==> config.mk <==
export PLATFORM = sky130hd
export DESIGN_NAME = smcg_queue
export DESIGN_NICKNAME = d
export VERILOG_FILES = /design/src/smcg_queue.sv
export SDC_FILE = /design/constraint.sdc
export NUM_CORES = 1
export LEC_CHECK = 0
export BUFFER_PORTS_ARGS = -buffer_cell sky130_fd_sc_hd__buf_2
export CAP_MARGIN = 20
export CELL_PAD_IN_SITES_DETAIL_PLACEMENT = 0
export CELL_PAD_IN_SITES_GLOBAL_PLACEMENT = 1
export CORE_AREA = 2 2 49 74
export DETAILED_ROUTE_END_ITERATION = 6
export DIE_AREA = 0 0 51 76
export PLACE_DENSITY_LB_ADDON = 0.1
export SYNTH_ARGS = -nofsm -noshare
export SYNTH_HDL_FRONTEND = slang
export SYNTH_SLANG_ARGS = --single-unit
export TNS_END_PERCENT = 1
==> constraint.sdc <==
create_clock -name i_clk -period 3.5 [get_ports i_clk]
set_clock_uncertainty 0.15 [all_clocks]
set_input_delay 0.175 -clock i_clk [delete_from_list [all_inputs] [get_ports i_clk]]
set_output_delay 0.175 -clock i_clk [all_outputs]
set_load 0.005 [all_outputs]
==> src/smcg_queue.sv <==
`timescale 1ns / 1ps
// ----------------------------------------------------------------------------
// smcg_queue
// Four-entry queue of cell records between the front and back ends.
// ----------------------------------------------------------------------------
module smcg_queue #(
    parameter int DATA_W = 8
) (
    input  logic              i_clk,
    input  logic              i_rst_n,
    input  logic              i_push,
    input  logic [DATA_W-1:0] i_push_data,
    output logic              o_full,
    output logic              o_valid,
    output logic [DATA_W-1:0] o_data,
    input  logic              i_pop
);
    localparam int DEPTH = 4;
    localparam int PTR_W = $clog2(DEPTH);

    logic [DATA_W-1:0] r_mem [DEPTH];
    logic [PTR_W-1:0]  r_wr;
    logic [PTR_W-1:0]  r_rd;
    logic [PTR_W:0]    r_count;

    assign o_full  = (r_count == (PTR_W + 1)'(DEPTH));
    assign o_valid = (r_count != '0);
    assign o_data  = r_mem[r_rd];

    // store pushed records
    always_ff @(posedge i_clk) begin
        if (i_push) begin
            r_mem[r_wr] <= i_push_data;
        end
    end

    // advance pointers and fill count
    always_ff @(posedge i_clk) begin
        if (!i_rst_n) begin
            r_wr    <= '0;
            r_rd    <= '0;
            r_count <= '0;
        end else begin
            if (i_push) begin
                r_wr <= r_wr + 1'b1;
            end
            if (i_pop) begin
                r_rd <= r_rd + 1'b1;
            end
            if (i_push && !i_pop) begin
                r_count <= r_count + 1'b1;
            end else if (!i_push && i_pop) begin
                r_count <= r_count - 1'b1;
            end
        end
    end

endmodule

==> out/results.txt <==
RD Place Congestion -> 0.6902
Ys Warns -> 0
crit end category -> primary output
critical path fanouts, max -> 8
Post-Syn Area -> 1604 sq um
drt first-iter violations -> 17
register area share after synthesis -> 71.14%
Overall Global Routing Usage -> 14.16%
port bufs -> 21
Worst Hold Launch -> i_rst_n
largest area contributor in the netlist -> edfxtp_1
# rows -> 26
GRT overflow -> 0
Leak Pwr -> 0.6991 nW
startpoint types -> flop
Via Count -> 799
Worst Hold Depth -> 2
initial antenna violation count -> 0
layout cells sized above 1 -> 28.57%
Adder-Cell Fraction of Synth Area -> 5.148%
Hold Crit Class -> input port to flop
Core Footprint -> 3286 sq um
worst skew pair latency -> 280 ps
post-layout minimum cycle time -> 1987 ps
CTS Buf Count -> 5
Netlist cell types -> 18
xor/xnor cell area share of the yosys netlist -> 2.730%
first-pass detailed-route iteration total -> 4
outcome -> finished, final reports clean
fin crit share -> 56.77%
R2R Path Start -> r_count[0]
Worst Setup Path Type -> flop to primary output
Max VDD drop -> 259.1 uV
main area contributors after synthesis -> edfxtp_1 60%, dfxtp_1 11%, mux4_2 11%, ha_1 3.9%, and2_1 3.5%
WL/cell -> 14.21 um
WHS Endpoint -> r_count[0]
R2R setup slack -> 1860 ps
first-pass GRT wire length -> 3.953 mm
post-cts resize count -> 0
cells after synthesis -> 85
post-synthesis mux area share -> 12.48%
post-route setup TNS -> 0 ps
drt drc -> 0
worst endpoint required time -> 3170 ps
Final setup viols -> 0
compound-gate portion of the synthesized area -> 0.7800%
relative slew slack -> 63.30%
ant diodes -> 0
Via density -> 4.963
Die Height -> 76 um
most common flop cell mapped by yosys -> edfxtp_1
CTS Buffer Depth -> 2
Post-synth ARST share -> 0%
number of global-route vias before repair -> 876
Setup Fix Bufs, Post-CTS -> 0
worst r2r path cells -> 4
initial core utilization -> 48.82%
CTS Root Cell -> clkbuf_8
worst slew pin tran -> 549.8 ps
CTS H-tree depth -> 2
final wirelength -> 2.288 mm
fmax -> 0.5033 GHz
main combinational cell family by area after synthesis -> multiplexers
reg-to-reg endpoint -> r_count[2]
largest net degree at the start of global routing -> 12
Horiz. Die Dim -> 51 um
number of synthesized flops with an enable pin -> 32
max-cap viol count -> 0
Layout Utilization -> 57.88%
most frequent cell after synthesis -> edfxtp_1
Reg clk slew, reported paths -> 70 ps
CP arrival -> 1660 ps
antenna viol nets, final -> 0
Avg Cell Area, Syn -> 18.87 sq um
RSZ-0062 raised after global routing -> no
CTS tree -> yes
PD cells -> 506.1 nW/um^2
final hold vios -> 0
top post-synthesis cells by count -> 32 x edfxtp_1, 9 x and2_1, 9 x dfxtp_1
syn_nets -> 103
fin. max-slew vios -> 0
synth-to-layout area growth -> 18.56%
Post-Synth Simple-Gate Area -> 5.772%
FF+latch count, synth -> 41
Sink Count -> 41
Ports -> 22
area share of the largest cell type after synthesis -> 59.91%
fin nets -> 137
die footprint -> 3876 sq um
## logic make-up (layout without fill, tap and decap cells)
logic type / Yosys count / after routing
AOI/OAI and AO/OA: 2 / 2
xor gates and xnor gates: 5 / 5
adders and majority gates: 6 / 6
buffers and inverters: 6 / 40
DFF: 41 / 41
muxes: 10 / 10
and+or+nand+nor: 15 / 15
## per-stage QoR
| stage | area (sq um) | cells | power [mW] | setup slack [ps] | hold slack [ps] |
|---|---|---|---|---|---|
| after detailed placement | 1745 | 146 | 0.6993 | 1688 | 242.7 |
| after global routing | 1902 | 161 | 1.009 | 1382 | 58.16 |
| after CTS | 1902 | 161 | 0.9784 | 1437 | 37.54 |
| after global placement | 1745 | 146 | 0.6963 | 1745 | 235.0 |
| final | 1902 | 161 | 0.9625 | 1513 | 39.83 |
| after floorplan | 1604 | 85 | 0.6560 | 1915 | 123.9 |
## area by class of cell
cell class              count  area [sq um]
fillers                   271          1384
flip-flops and latches     41          1141
multi-input cells          38         431.7
repair buffers             29         185.2
clock buffers               6         72.57
well taps                  42         52.55
inverters                   4         15.01
clock inverters             1         3.754
## power breakdown
group          switching [mW]  internal, mW  leakage (nW)
Sequential             0.0223         0.556         0.368
Clock                   0.136         0.134        0.0387
Combinational          0.0461        0.0674         0.292
Total                   0.205         0.758         0.699
## critical path, cell delays in order, from the launching register on
cell	delay [ps]
dfxtp_1	670
mux4_2	580
buf_2	140
## cells in the final DEF (no fill, tap or decap), drive strengths merged, types with 2 or more instances in the layout
cell type,n
dfxtp,9
nor2b,2
mux2i,2
mux4,8
edfxtp,32
and2,9
dlygate4sd3,8
buf,21
inv,4
xnor2,2
ha,5
or3,2
xor2,3
clkbuf,6
## worst max-delay path by stage
stage / to / slack [ps]
2_1_floorplan: r_count[2] / 1920
3_3_place_gp: r_count[2] / 1750
4_1_cts: o_data[0] / 1440
3_5_place_dp: r_count[2] / 1690
6_report: o_data[7] / 1510
5_1_grt: o_data[7] / 1380
## registers in the layout, indices dropped and copies added (netlist names), named ones only
name and cells:
r_count 3, r_mem 32, r_rd 2, r_wr 2
## metal layers
layer	track usage, %	vias up	part of all wire [%]
met5	0	-	0
met4	6.486	0	1.9
met3	4.314	5	4.5
met2	24.94	19	53
met1	14.86	390	40
li1	-	385	-
## repair_timing
action	4_1_cts	5_1_grt
hold endpoints to repair	32	0
endpoints found under the setup margin	0	0
hold buffers	8	0
(Power assumes the default switching activity.)
